<file path="src/sv/hsvb_pkg.sv">
`default_nettype none
// ---------------------------------------------------------------------------
// hsvb_pkg
// Shared types, constants and lookup tables for the HSV to RGB converter
// with a brightness floor. All fractions are unsigned Q16 (1.0 = 65536).
// ---------------------------------------------------------------------------
package hsvb_pkg;

    // Fixed point format
    localparam int unsigned FRAC_BITS = 16;
    localparam int unsigned Q_W       = FRAC_BITS + 1;

    typedef logic [Q_W-1:0]       q17_t;
    typedef logic [FRAC_BITS-1:0] frac_t;

    localparam q17_t ONE_Q  = q17_t'(1 << FRAC_BITS);
    localparam int unsigned HALF_Q = 1 << (FRAC_BITS - 1);

    // Input field widths
    localparam int unsigned HUE_W = 9;
    localparam int unsigned PCT_W = 7;
    localparam int unsigned CHAN_W = 8;

    // Range constants
    localparam int unsigned BRI_FLOOR   = 30;
    localparam int unsigned PCT_FULL    = 100;
    localparam int unsigned BRI_SPAN    = PCT_FULL + BRI_FLOOR;
    localparam int unsigned SECTOR_DEG  = 60;
    localparam int unsigned HUE_LIMIT   = 360;
    localparam int unsigned CHAN_MAX    = 255;
    localparam int unsigned NUM_SECT_TH = 8;

    // Sector and remainder widths (hue up to 511 gives sectors 0..8)
    localparam int unsigned SECT_W = 4;
    localparam int unsigned REM_W  = 6;
    localparam int unsigned FRAC_LUT_DEPTH = 1 << REM_W;
    localparam int unsigned PCT_LUT_DEPTH  = 1 << PCT_W;

    // Sector codes: each 60-degree slice of the color wheel
    localparam logic [SECT_W-1:0] SEC_RED_YEL = 4'd0;
    localparam logic [SECT_W-1:0] SEC_YEL_GRN = 4'd1;
    localparam logic [SECT_W-1:0] SEC_GRN_CYN = 4'd2;
    localparam logic [SECT_W-1:0] SEC_CYN_BLU = 4'd3;
    localparam logic [SECT_W-1:0] SEC_BLU_MAG = 4'd4;

    // Cycles from the accepting edge to the edge that takes the result
    localparam int unsigned LATENCY = 5;

    // Request and result payloads
    typedef struct packed {
        logic [HUE_W-1:0] hue;
        logic [PCT_W-1:0] saturation;
        logic [PCT_W-1:0] brightness;
    } req_t;

    typedef struct packed {
        logic [CHAN_W-1:0] red;
        logic [CHAN_W-1:0] green;
        logic [CHAN_W-1:0] blue;
        logic              color_valid;
    } rsp_t;

    typedef q17_t  pct_lut_t  [PCT_LUT_DEPTH];
    typedef frac_t frac_lut_t [FRAC_LUT_DEPTH];

    // Value table: floor((brightness + 30) * 65536 / 130)
    function automatic pct_lut_t make_v_lut();
        pct_lut_t lut;
        for (int i = 0; i < PCT_LUT_DEPTH; i++)
        begin
            lut[i] = q17_t'(((i + BRI_FLOOR) << FRAC_BITS) / BRI_SPAN);
        end
        return lut;
    endfunction

    // Saturation table: floor(saturation * 65536 / 100)
    function automatic pct_lut_t make_s_lut();
        pct_lut_t lut;
        for (int i = 0; i < PCT_LUT_DEPTH; i++)
        begin
            lut[i] = q17_t'((i << FRAC_BITS) / PCT_FULL);
        end
        return lut;
    endfunction

    // Hue fraction table: floor(rem * 65536 / 60), unused codes read zero
    function automatic frac_lut_t make_f_lut();
        frac_lut_t lut;
        for (int i = 0; i < FRAC_LUT_DEPTH; i++)
        begin
            if (i < SECTOR_DEG)
            begin
                lut[i] = frac_t'((i << FRAC_BITS) / SECTOR_DEG);
            end
            else
            begin
                lut[i] = '0;
            end
        end
        return lut;
    endfunction

    localparam pct_lut_t  V_LUT = make_v_lut();
    localparam pct_lut_t  S_LUT = make_s_lut();
    localparam frac_lut_t F_LUT = make_f_lut();

    // 1 - x, held at zero
    function automatic q17_t one_minus(input q17_t x);
        return (x >= ONE_Q) ? '0 : q17_t'(ONE_Q - x);
    endfunction

    // Sector number: count of 60-degree thresholds at or below hue
    function automatic logic [SECT_W-1:0] hue_sector(input logic [HUE_W-1:0] hue);
        logic [SECT_W-1:0] sec;
        sec = '0;
        for (int i = 1; i <= NUM_SECT_TH; i++)
        begin
            if (hue >= HUE_W'(i * SECTOR_DEG))
            begin
                sec = sec + 1'b1;
            end
        end
        return sec;
    endfunction

endpackage
`default_nettype wire

</file>
<file path="src/sv/hsvb_shade.sv">
`default_nettype none
// ---------------------------------------------------------------------------
// hsvb_shade
// One registered shade product: floor(v * (1 - x) / 65536), with 1 - x
// held at zero. Used for the p, q and t terms.
// ---------------------------------------------------------------------------
module hsvb_shade (
    input  wire logic          clk,
    input  wire hsvb_pkg::q17_t v,
    input  wire hsvb_pkg::q17_t x,
    output hsvb_pkg::q17_t      shade
);

    localparam int unsigned PROD_W = 2 * hsvb_pkg::Q_W;

    hsvb_pkg::q17_t      factor;
    logic [PROD_W-1:0]   prod;
    hsvb_pkg::q17_t      shade_next;
    hsvb_pkg::q17_t      shade_reg;

    // Form the complement and scale by value
    always_comb
    begin
        factor     = hsvb_pkg::one_minus(x);
        prod       = PROD_W'(v) * PROD_W'(factor);
        shade_next = prod[hsvb_pkg::FRAC_BITS +: hsvb_pkg::Q_W];
    end

    // Hold the product for the next stage
    always_ff @(posedge clk)
    begin
        shade_reg <= shade_next;
    end

    assign shade = shade_reg;

endmodule
`default_nettype wire

</file>
<file path="src/sv/hsv_to_rgb_with_brightness_floor_core.sv">
`default_nettype none
// Pipeline: a request taken at a rising edge shows its result on the result
//   ports, with done high, after passing through five register stages in all.
// Throughput: one request per clock; busy is always low.
// Each stage holds at most one multiplier row (the S*F products, then p/q/t).
// Reset: rst_n clears all stage valid bits and done; payload is not reset.
// ---------------------------------------------------------------------------
// hsv_to_rgb_with_brightness_floor_core
// HSV to RGB conversion with value remapped to (brightness + 30) / 130,
// Q16 fixed point, channels rounded half up and saturated to 0..255.
// ---------------------------------------------------------------------------
module hsv_to_rgb_with_brightness_floor_core (
    input  wire logic          clk,
    input  wire logic          rst_n,
    input  wire logic          start,
    input  wire hsvb_pkg::req_t request,
    output logic               busy,
    output logic               done,
    output hsvb_pkg::rsp_t     result
);

    localparam int unsigned QW     = hsvb_pkg::Q_W;
    localparam int unsigned FB     = hsvb_pkg::FRAC_BITS;
    localparam int unsigned SW     = hsvb_pkg::SECT_W;
    localparam int unsigned RW     = hsvb_pkg::REM_W;
    localparam int unsigned PROD_W = 2 * QW;
    localparam int unsigned ACC_W  = QW + hsvb_pkg::CHAN_W;
    localparam int unsigned CH_W   = ACC_W - FB;

    logic accept;

    // Stage 1: table reads, sector split, range check
    logic                 s1_valid_reg;
    hsvb_pkg::q17_t       s1_v_reg,      s1_v_next;
    hsvb_pkg::q17_t       s1_s_reg,      s1_s_next;
    logic [SW-1:0]        s1_sector_reg, s1_sector_next;
    logic [RW-1:0]        s1_rem_reg,    s1_rem_next;
    logic                 s1_ok_reg,     s1_ok_next;
    logic [SW+RW-1:0]     sector_deg;

    // Stage 2: hue fraction and its complement
    logic                 s2_valid_reg;
    hsvb_pkg::q17_t       s2_v_reg;
    hsvb_pkg::q17_t       s2_s_reg;
    hsvb_pkg::q17_t       s2_f_reg,  s2_f_next;
    hsvb_pkg::q17_t       s2_fc_reg, s2_fc_next;
    logic [SW-1:0]        s2_sector_reg;
    logic                 s2_ok_reg;

    // Stage 3: S*F and S*(1-F)
    logic                 s3_valid_reg;
    hsvb_pkg::q17_t       s3_v_reg;
    hsvb_pkg::q17_t       s3_s_reg;
    hsvb_pkg::q17_t       s3_sf_reg,  s3_sf_next;
    hsvb_pkg::q17_t       s3_sfc_reg, s3_sfc_next;
    logic [PROD_W-1:0]    prod_sf;
    logic [PROD_W-1:0]    prod_sfc;
    logic [SW-1:0]        s3_sector_reg;
    logic                 s3_ok_reg;

    // Stage 4: p, q, t
    logic                 s4_valid_reg;
    hsvb_pkg::q17_t       s4_v_reg;
    hsvb_pkg::q17_t       s4_p;
    hsvb_pkg::q17_t       s4_q;
    hsvb_pkg::q17_t       s4_t;
    logic [SW-1:0]        s4_sector_reg;
    logic                 s4_ok_reg;

    // Stage 5: permute and scale to channels
    hsvb_pkg::q17_t       sel_r, sel_g, sel_b;
    hsvb_pkg::rsp_t       rsp_reg, rsp_next;
    logic                 done_reg;

    assign busy   = 1'b0;
    assign accept = start && !busy;

    // Scale a Q16 value to 0..255, round half up, saturate
    function automatic logic [hsvb_pkg::CHAN_W-1:0] to_channel(input hsvb_pkg::q17_t x);
        logic [ACC_W-1:0] acc;
        logic [CH_W-1:0]  c;
        acc = (ACC_W'(x) << hsvb_pkg::CHAN_W) - ACC_W'(x) + ACC_W'(hsvb_pkg::HALF_Q);
        c   = acc[FB +: CH_W];
        return (c > CH_W'(hsvb_pkg::CHAN_MAX)) ? hsvb_pkg::CHAN_W'(hsvb_pkg::CHAN_MAX)
                                              : c[hsvb_pkg::CHAN_W-1:0];
    endfunction

    // Stage 1 logic: look up V and S, split hue, check ranges
    always_comb
    begin
        s1_v_next      = hsvb_pkg::V_LUT[request.brightness];
        s1_s_next      = hsvb_pkg::S_LUT[request.saturation];
        s1_sector_next = hsvb_pkg::hue_sector(request.hue);
        sector_deg     = (SW+RW)'(s1_sector_next) * (SW+RW)'(hsvb_pkg::SECTOR_DEG);
        s1_rem_next    = RW'(request.hue - hsvb_pkg::HUE_W'(sector_deg));
        s1_ok_next     = (request.brightness != '0)
                      && (request.brightness <= hsvb_pkg::PCT_W'(hsvb_pkg::PCT_FULL))
                      && (request.saturation <= hsvb_pkg::PCT_W'(hsvb_pkg::PCT_FULL))
                      && (request.hue < hsvb_pkg::HUE_W'(hsvb_pkg::HUE_LIMIT));
    end

    // Stage 2 logic: fraction of the sector
    always_comb
    begin
        s2_f_next  = QW'(hsvb_pkg::F_LUT[s1_rem_reg]);
        s2_fc_next = QW'(hsvb_pkg::ONE_Q - QW'(hsvb_pkg::F_LUT[s1_rem_reg]));
    end

    // Stage 3 logic: saturation times fraction
    always_comb
    begin
        prod_sf     = PROD_W'(s2_s_reg) * PROD_W'(s2_f_reg);
        prod_sfc    = PROD_W'(s2_s_reg) * PROD_W'(s2_fc_reg);
        s3_sf_next  = prod_sf[FB +: QW];
        s3_sfc_next = prod_sfc[FB +: QW];
    end

    // Stage 4: shade products
    hsvb_shade u_shade_p (.clk(clk), .v(s3_v_reg), .x(s3_s_reg),   .shade(s4_p));
    hsvb_shade u_shade_q (.clk(clk), .v(s3_v_reg), .x(s3_sf_reg),  .shade(s4_q));
    hsvb_shade u_shade_t (.clk(clk), .v(s3_v_reg), .x(s3_sfc_reg), .shade(s4_t));

    // Stage 5 logic: pick the channel order by sector, scale each channel
    always_comb
    begin
        case (s4_sector_reg)
            hsvb_pkg::SEC_RED_YEL:
            begin
                sel_r = s4_v_reg; sel_g = s4_t;     sel_b = s4_p;
            end
            hsvb_pkg::SEC_YEL_GRN:
            begin
                sel_r = s4_q;     sel_g = s4_v_reg; sel_b = s4_p;
            end
            hsvb_pkg::SEC_GRN_CYN:
            begin
                sel_r = s4_p;     sel_g = s4_v_reg; sel_b = s4_t;
            end
            hsvb_pkg::SEC_CYN_BLU:
            begin
                sel_r = s4_p;     sel_g = s4_q;     sel_b = s4_v_reg;
            end
            hsvb_pkg::SEC_BLU_MAG:
            begin
                sel_r = s4_t;     sel_g = s4_p;     sel_b = s4_v_reg;
            end
            default:
            begin
                sel_r = s4_v_reg; sel_g = s4_p;     sel_b = s4_q;
            end
        endcase
        rsp_next.red         = to_channel(sel_r);
        rsp_next.green       = to_channel(sel_g);
        rsp_next.blue        = to_channel(sel_b);
        rsp_next.color_valid = s4_ok_reg;
    end

    // Advance valid bits through the pipe
    always_ff @(posedge clk or negedge rst_n)
    begin
        if (!rst_n)
        begin
            s1_valid_reg <= 1'b0;
            s2_valid_reg <= 1'b0;
            s3_valid_reg <= 1'b0;
            s4_valid_reg <= 1'b0;
            done_reg     <= 1'b0;
        end
        else
        begin
            s1_valid_reg <= accept;
            s2_valid_reg <= s1_valid_reg;
            s3_valid_reg <= s2_valid_reg;
            s4_valid_reg <= s3_valid_reg;
            done_reg     <= s4_valid_reg;
        end
    end

    // Advance payload through the pipe
    always_ff @(posedge clk)
    begin
        s1_v_reg      <= s1_v_next;
        s1_s_reg      <= s1_s_next;
        s1_sector_reg <= s1_sector_next;
        s1_rem_reg    <= s1_rem_next;
        s1_ok_reg     <= s1_ok_next;

        s2_v_reg      <= s1_v_reg;
        s2_s_reg      <= s1_s_reg;
        s2_f_reg      <= s2_f_next;
        s2_fc_reg     <= s2_fc_next;
        s2_sector_reg <= s1_sector_reg;
        s2_ok_reg     <= s1_ok_reg;

        s3_v_reg      <= s2_v_reg;
        s3_s_reg      <= s2_s_reg;
        s3_sf_reg     <= s3_sf_next;
        s3_sfc_reg    <= s3_sfc_next;
        s3_sector_reg <= s2_sector_reg;
        s3_ok_reg     <= s2_ok_reg;

        s4_v_reg      <= s3_v_reg;
        s4_sector_reg <= s3_sector_reg;
        s4_ok_reg     <= s3_ok_reg;

        rsp_reg       <= rsp_next;
    end

    assign done   = done_reg;
    assign result = rsp_reg;

endmodule
`default_nettype wire

</file>
<file path="config.mk">
export PLATFORM = sky130hd
export DESIGN_NAME = hsv_to_rgb_with_brightness_floor_core
export DESIGN_NICKNAME = d
export VERILOG_FILES = /design/src/sv/hsvb_pkg.sv /design/src/sv/hsvb_shade.sv /design/src/sv/hsv_to_rgb_with_brightness_floor_core.sv
export SDC_FILE = /design/constraint.sdc
export NUM_CORES = 2
export LEC_CHECK = 0
export ABC_AREA = 1
export BUFFER_PORTS_ARGS = -buffer_cell sky130_fd_sc_hd__buf_4
export CAP_MARGIN = 5
export CORE_MARGIN = 1.5
export CORE_UTILIZATION = 41
export CTS_CLUSTER_DIAMETER = 60
export CTS_CLUSTER_SIZE = 16
export DETAILED_ROUTE_END_ITERATION = 8
export HOLD_SLACK_MARGIN = 0.05
export PLACE_DENSITY = 0.61
export RECOVER_POWER = 50
export SLEW_MARGIN = 20
export SYNTH_ARGS = -nofsm -noshare
export SYNTH_HDL_FRONTEND = slang
export SYNTH_HIERARCHICAL = 1
export SYNTH_SLANG_ARGS = --single-unit
</file>
<file path="constraint.sdc">
create_clock -name clk -period 7.6 [get_ports clk]
set_input_delay 0.76 -clock clk [delete_from_list [all_inputs] [get_ports clk]]
set_output_delay 0.76 -clock clk [all_outputs]
set_load 0.005 [all_outputs]
</file>
-- Yosys cells after proc, flatten, opt, wreduce, memory -nomap -nowiden
Memory sizes are Yosys's and may differ from the RTL's. A register that Yosys moved wholly into a read port is not among the register bits.
Index checks and enable logic that the tools add are counted.
- bits in read-only memories: 5376
- register bits after elaboration: 259
- output and inout port bits: 27
- memories: 3
- input port bits: 26
- memory list (memory ; depth ; width ; rd ports ; clocked after Yosys merged registers in ; wr ports ; line ; text):
    (name not given) ; 128 ; 17 ; 1 ; 1 ; 0 ; hsv_to_rgb_with_brightness_floor_core.sv:92 ; s1_s_next = hsvb_pkg::S_LUT[request.saturation];
    (name not given) ; 128 ; 17 ; 1 ; 1 ; 0 ; hsv_to_rgb_with_brightness_floor_core.sv:91 ; s1_v_next = hsvb_pkg::V_LUT[request.brightness];
    (name not given) ; 64 ; 16 ; 1 ; 0 ; 0 ; hsv_to_rgb_with_brightness_floor_core.sv:106 ; s2_fc_next = QW'(hsvb_pkg::ONE_Q - QW'(hsvb_pkg::F_LUT[s1_rem_reg]));
- $mul: 6
- eq/ne operators: 4
- bitwise gates (word level): 3
- add/subtract/negate cells: 18
- reductions and logical operators: 9
- magnitude comparators: 18
- muxes and demuxes: 16
- operator list (kind ; number):
    $pmux 17 s3 ; 3
    $mul 17x17->33 ; 4
    $add 25x16->25 const B ; 3
    $sub 25x17->25 ; 3
    $ge 17x17->1 const B ; 3
    $mux 17 ; 3
    $sub 17x17->17 const A ; 3
    $ge 9x9->1 const B ; 4
    $mul 17x16->33 ; 1
    $mux 16 ; 2
    $mux 4 ; 7
    $gt 9x8->1 const B ; 3
    $add 4x1->4 const B ; 6
    $ge 9x8->1 const B ; 2
    $sub 17x16->17 const A ; 1
    $not 7->8 ; 2
    $le 7x7->1 const B ; 2
    $ge 9x6->1 const B ; 1
    $ge 9x7->1 const B ; 1
    $lt 9x9->1 const B ; 1
    $eq 4x2->1 const B ; 2
    $reduce_or 2->1 ; 4
    $ge 7x7->1 const B ; 1
    $not 6->7 ; 1
    9 further kinds ; 11

-- Longest topological paths before layout
- depth after elaboration: 18
- gate-level depth with buffers: 41
- gate-level depth less buffers: 40

-- By module
The synthesis kept the hierarchy.
- by module, submodules not included (module ; instances ; seq. area each (µm²) ; area each (µm²) ; cells each):
    hsv_to_rgb_with_brightness_floor_core ; 1 ; 4289.1 ; 29505.8 ; 3799
    hsvb_shade at u_shade_p ; 1 ; 340.3 ; 10625.2 ; 1372
    hsvb_shade at u_shade_q ; 1 ; 340.3 ; 10492.6 ; 1385
    hsvb_shade at u_shade_t ; 1 ; 340.3 ; 10402.5 ; 1381

-- Worst setup path after synthesis
No wires, ideal clock.
- path type: reg2reg
- start point: reg s3_s_reg[0]
- end point: reg u_shade_p.shade_reg[9], in the netlist u_shade_p/shade[9]
- data required time: 7.487 ns
- data arrival time: 6.397 ns
- path slack: 1.090 ns
- cell stages (with the launch flop): 36
- library setup time: 0.113 ns
- clock period less this slack: 6.510 ns
- cell sequence: dfxtp_1 > inv_2 > ha_1 > nand4_2 > nor3_1 > nand3b_1 > nor2_1 > nand4_1 > nor2_1 > ha_1 > inv_1 > nand2_4 > inv_6 > buf_12 > nand3_4 > buf_6 > nor2_4 > fa_1 > inv_1 > fa_1 > fa_1 > inv_1 > fa_1 > fa_1 > inv_1 > fa_1 > inv_1 > ha_1 > nand2_1 > nor2_1 > inv_1 > nor2_1 > nand3_1 > or2_2 > nand4_1 > nand2_1
- cells in the longest elaborated chain, start to end: 3
- elaborated cells on any way between the ends: 4
- ends and longest elaborated chain (item ; line ; text):
    start: declaration ; hsv_to_rgb_with_brightness_floor_core.sv:53 ; hsvb_pkg::q17_t s3_s_reg;
    start signal: assignment ; hsv_to_rgb_with_brightness_floor_core.sv:196 ; s3_s_reg <= s2_s_reg;
    $sub 17x17->17 or $ge 17x17->1 (tied branches) ; hsvb_pkg.sv:109 ; return (x >= ONE_Q) ? '0 : q17_t'(ONE_Q - x);
    $mux 17 * ; hsvb_pkg.sv:109 ;
    $mul 17x17->33 * ; hsvb_shade.sv:25 ; prod = PROD_W'(v) * PROD_W'(factor);
    net u_shade_p.prod[25] ; hsvb_shade.sv:17 ; logic [PROD_W-1:0] prod;
    end signal: assignment ; hsvb_shade.sv:32 ; shade_reg <= shade_next;
    end: declaration ; hsvb_shade.sv:19 ; hsvb_pkg::q17_t shade_reg;
Mark *: on every way through the listed nets, which the timed path passes. The rest lies on a longest branch.
A chain may end at the register's enable or synchronous reset.

-- Worst setup path after layout
- start point: reg s3_v_reg[4]
- end point: reg u_shade_t.shade_reg[16], in the netlist u_shade_t/shade[16]
- cells in the longest elaborated chain, start to end: 1
- ends and longest elaborated chain (item ; line ; text):
    start: declaration ; hsv_to_rgb_with_brightness_floor_core.sv:52 ; hsvb_pkg::q17_t s3_v_reg;
    start signal: assignment ; hsv_to_rgb_with_brightness_floor_core.sv:195 ; s3_v_reg <= s2_v_reg;
    $mul 17x17->33 ; hsvb_shade.sv:25 ;
    net u_shade_t.prod[32] ; hsvb_shade.sv:17 ;
    end signal: assignment ; hsvb_shade.sv:32 ;
    end: declaration ; hsvb_shade.sv:19 ;
The timed path passes the listed nets, and every way through them passes these cells.

==> results.toml <==
[worst_setup_path]
cp_max_fo = 15
timing.rr.end = "u_shade_t/shade[16]$_DFF_P_"
worstPathArrival_ns = 7.77
crit_start = "s3_v_reg[4]$_DFF_P_"
cpPeakStageDelay_ns = 1.11
crit_chain = "clkbuf_1, clkinv_1, nor2_1, fa_1, inv_1, fa_1, fa_1, inv_1, fa_1, fa_1, inv_1, fa_1, inv_1, ha_1, nand2_1, nor2_1, and3_1, nand2_1, nand2_1, nand2_1, nand2_1, inv_1, nand2_1, nand2_1"
r2r_slack_ns = 0.31
cp-start-kind = "flip-flop"
cp_common_cell = "nand2_1"
worst_setup_path_end_kind = "flip-flop"
worstPathRequired_ns = 8.07
slowest_stage = "clkbuf_1"
path_class = "flip-flop to flip-flop"
rr_worst_depth = 24
r2r_start = "s3_v_reg[4]$_DFF_P_"
crit_path_end = "u_shade_t/shade[16]$_DFF_P_"

[clock_network]
cts_buffers = 42
clk_transition_reported_paths_ns = 0.06
clk_latency_ns = 0.62
cts-htree-levels = 2
cts_tree = "done"
clock_sink_count = 264
cts_root_buffer = "clkbuf_16"
cts_buffer_depth = 3

[yosys]
async_flop_share_pct = 1.89
syn_nets = 9686
synth_cells = 7937
synth_area_leaders = "fa_1, ha_1, inv_1"
synth.top_cell.area_share_pct = 35.8
synth.avg_cell_area_um2 = 7.69
yosys_most_used_dff = "dfxtp_1"
synth_warnings = 6
syn_area_mm2 = 0.0610
synth-seq-cells = 264
synth.distinct_cells = 75
synth_edf_count = 0
seq_area_frac_synth_pct = 8.70
synth_area_leader_cell = "fa_1"

[finish]
layout-drive-gt1-share_pct = 5.23
fillers = 14900
largest_register_ffs = 25
fin_util_pct = 44.3
area_growth_pct = 7.20
diodes = 0
nets = 9716

[grt]
grt_max_degree = 37
grt_pass1_wl_mm = 298
globalRoute.totalOverflow = 0
grt_pass1_vias = 53400
grtUsageTotal_pct = 25.1
antenna_found_initial = 3

[min_path]
holdCritPathClass = "input pin to flip-flop"

[placed_design]
pre_cts_ws_ns = 0.156
gp_congestion = 0.992
place_hpwl_mm = 158
portBuffers = 51

[die]
rows = 141
die_w_um = 389
die_h_um = 389
core_area_mm2 = 0.148
num_io_pins = 53
start_util_pct = 41.3
die-area_mm2 = 0.151

[drt]
antenna_left = 0
routed_wl_mm = 187
firstDrtPassIters = 8
via_per_inst = 5.12
wl_per_cell_um = 18.9
drt_iter0_drc = 4349
vias = 50900
remaining_drc_errors = 0

[timing]
max_freq_ghz = 0.137
rsz0062_at_grt = "true"
tightest_slew_ns = 1.57
finalCriticalPeriod_ns = 7.29
min_period_over_period_pct = 96.0
slew_headroom_pct = -4.64
finalClockSkew_ns = 0.0546
finalHoldViolCount = 0
fin_ws_ns = 0.306
setup_viol = 0
finalMaxSlewViolations = 34

[run_status]
status = "finished, violations left"
violations = "capacitance limit, slew limit"

[job]
maxCapViolCount = 1
-- worst min-delay path by stage --
stage                               from                    end  slack, ns  cells past startpoint
floorplan              s4_ok_reg$_DFF_P_      result[0]$_DFF_P_       0.31                      0
global placement    s1_v_reg[14]$_DFF_P_   s2_v_reg[14]$_DFF_P_       0.31                      0
detailed placement  s2_v_reg[11]$_DFF_P_   s3_v_reg[11]$_DFF_P_       0.31                      0
CTS                          request[15]  s1_rem_reg[1]$_DFF_P_       0.20                      1
global route                 request[14]  s1_rem_reg[0]$_DFF_P_       0.25                      1
finish                       request[15]  s1_rem_reg[1]$_DFF_P_       0.27                      1
-- routing by layer --
metal | share of wire (%) | GRT usage (%)
met1 | 43 | 33.6
met3 | 7.4 | 3.55
met4 | 4.1 | 9.23
met5 | 0 | 0
met2 | 46 | 41.2
-- cell type report --
cell class / count / area, um^2 / area share, %
multi-input combinational: 5390 / 47000 / 71.9
inverter: 2073 / 7840 / 12.0
sequential: 264 / 5310 / 8.12
tap: 1930 / 2410 / 3.69
timing repair buffer: 194 / 1370 / 2.09
clock buffer: 52 / 1180 / 1.81
clock inverter: 24 / 259 / 0.396
timing repair inverter: 2 / 16.3 / 0.0249
-- Yosys cell counts, types with 10 or more instances --
cell       instances
inv_1           2016
nand2_1         1630
fa_1            1092
nor2_1           722
ha_1             631
a21oi_1          267
dfxtp_1          259
o21ai_0          215
nand3_1          185
clkbuf_1         140
xor2_1            75
nor3_1            63
nand4_1           58
xnor2_1           48
inv_2             30
o211ai_1          26
clkinv_1          25
nor2_2            25
a221oi_1          24
o21ai_1           23
a21o_1            22
a31oi_1           22
o21bai_1          21
buf_2             19
buf_1             18
nand2_2           18
nor2_4            18
o2111ai_1         17
a21boi_0          16
buf_4             16
buf_6             15
nor4_1            15
nand3b_1          14
o21a_1            14
a22oi_1           12
or2_2             12
nand3_4           11
a211oi_1          10
nand2_4           10
-- metrics by stage --
step                      setup TNS (ns)  std cells  hold slack, ns  area [um^2]
after floorplan                        0       7937           0.310        61000
after global placement                 0       9820           0.310        63700
after detailed placement               0       9820           0.312        63700
after CTS                              0       9897           0.203        65100
after global routing              -0.102       9929           0.255        65400
final                                  0       9929           0.270        65400
-- kinds of logic after synthesis --
logic type      count (synthesis)  synth area share [%]
mux                             1                0.0164
flops                         264                  8.70
other cells                     1               0.00614
compound gates                737                  7.13
buf+inv                      2283                  14.4
simple gates                 2804                  19.2
fa+ha+maj                    1723                  48.8
xor+xnor                      124                  1.79
-- timing repair --
item | CTS | global route
setup endpoints to repair | 0 | 48
hold buffers | 1 | 0
setup buffers | 0 | 30
resized for setup | 0 | 51
hold endpoints to repair | 5 | 0
-- worst max-delay path, delay by kind of cell, from the launching register on --
family | cells | cell delay, ns
fa+ha+maj | 7 | 3.04
buf+inv | 7 | 2.22
simple gates | 10 | 1.25
flops | 1 | 0.62
-- cells in the final DEF (no fill, tap or decap), drive strengths merged, types with 4 or more instances in the layout --
cell type | Yosys | layout
a21boi | 16 | 16
xnor2 | 48 | 48
o221ai | 7 | 7
clkbuf | 140 | 107
nor2 | 766 | 766
and3 | 4 | 4
nor3 | 68 | 68
o2111ai | 17 | 17
nand3 | 201 | 201
clkinvlp | 0 | 9
a21o | 22 | 22
a31oi | 22 | 22
a21oi | 270 | 270
a211oi | 10 | 10
o21a | 14 | 14
xor2 | 76 | 76
or2 | 14 | 14
nand2 | 1658 | 1658
fa | 1092 | 1092
dfrtp | 5 | 5
o31ai | 7 | 7
ha | 631 | 631
nor4 | 15 | 15
a221oi | 24 | 24
dfxtp | 259 | 259
buf | 70 | 138
o21ai | 242 | 242
o21bai | 21 | 21
o22ai | 7 | 7
nand3b | 14 | 14
inv | 2047 | 2047
a22oi | 12 | 12
o211ai | 26 | 26
nand4 | 59 | 59
clkinv | 26 | 43
Power is not shown: default switching activity piles up to over one toggle a cycle in this logic, so the estimate is an artifact.
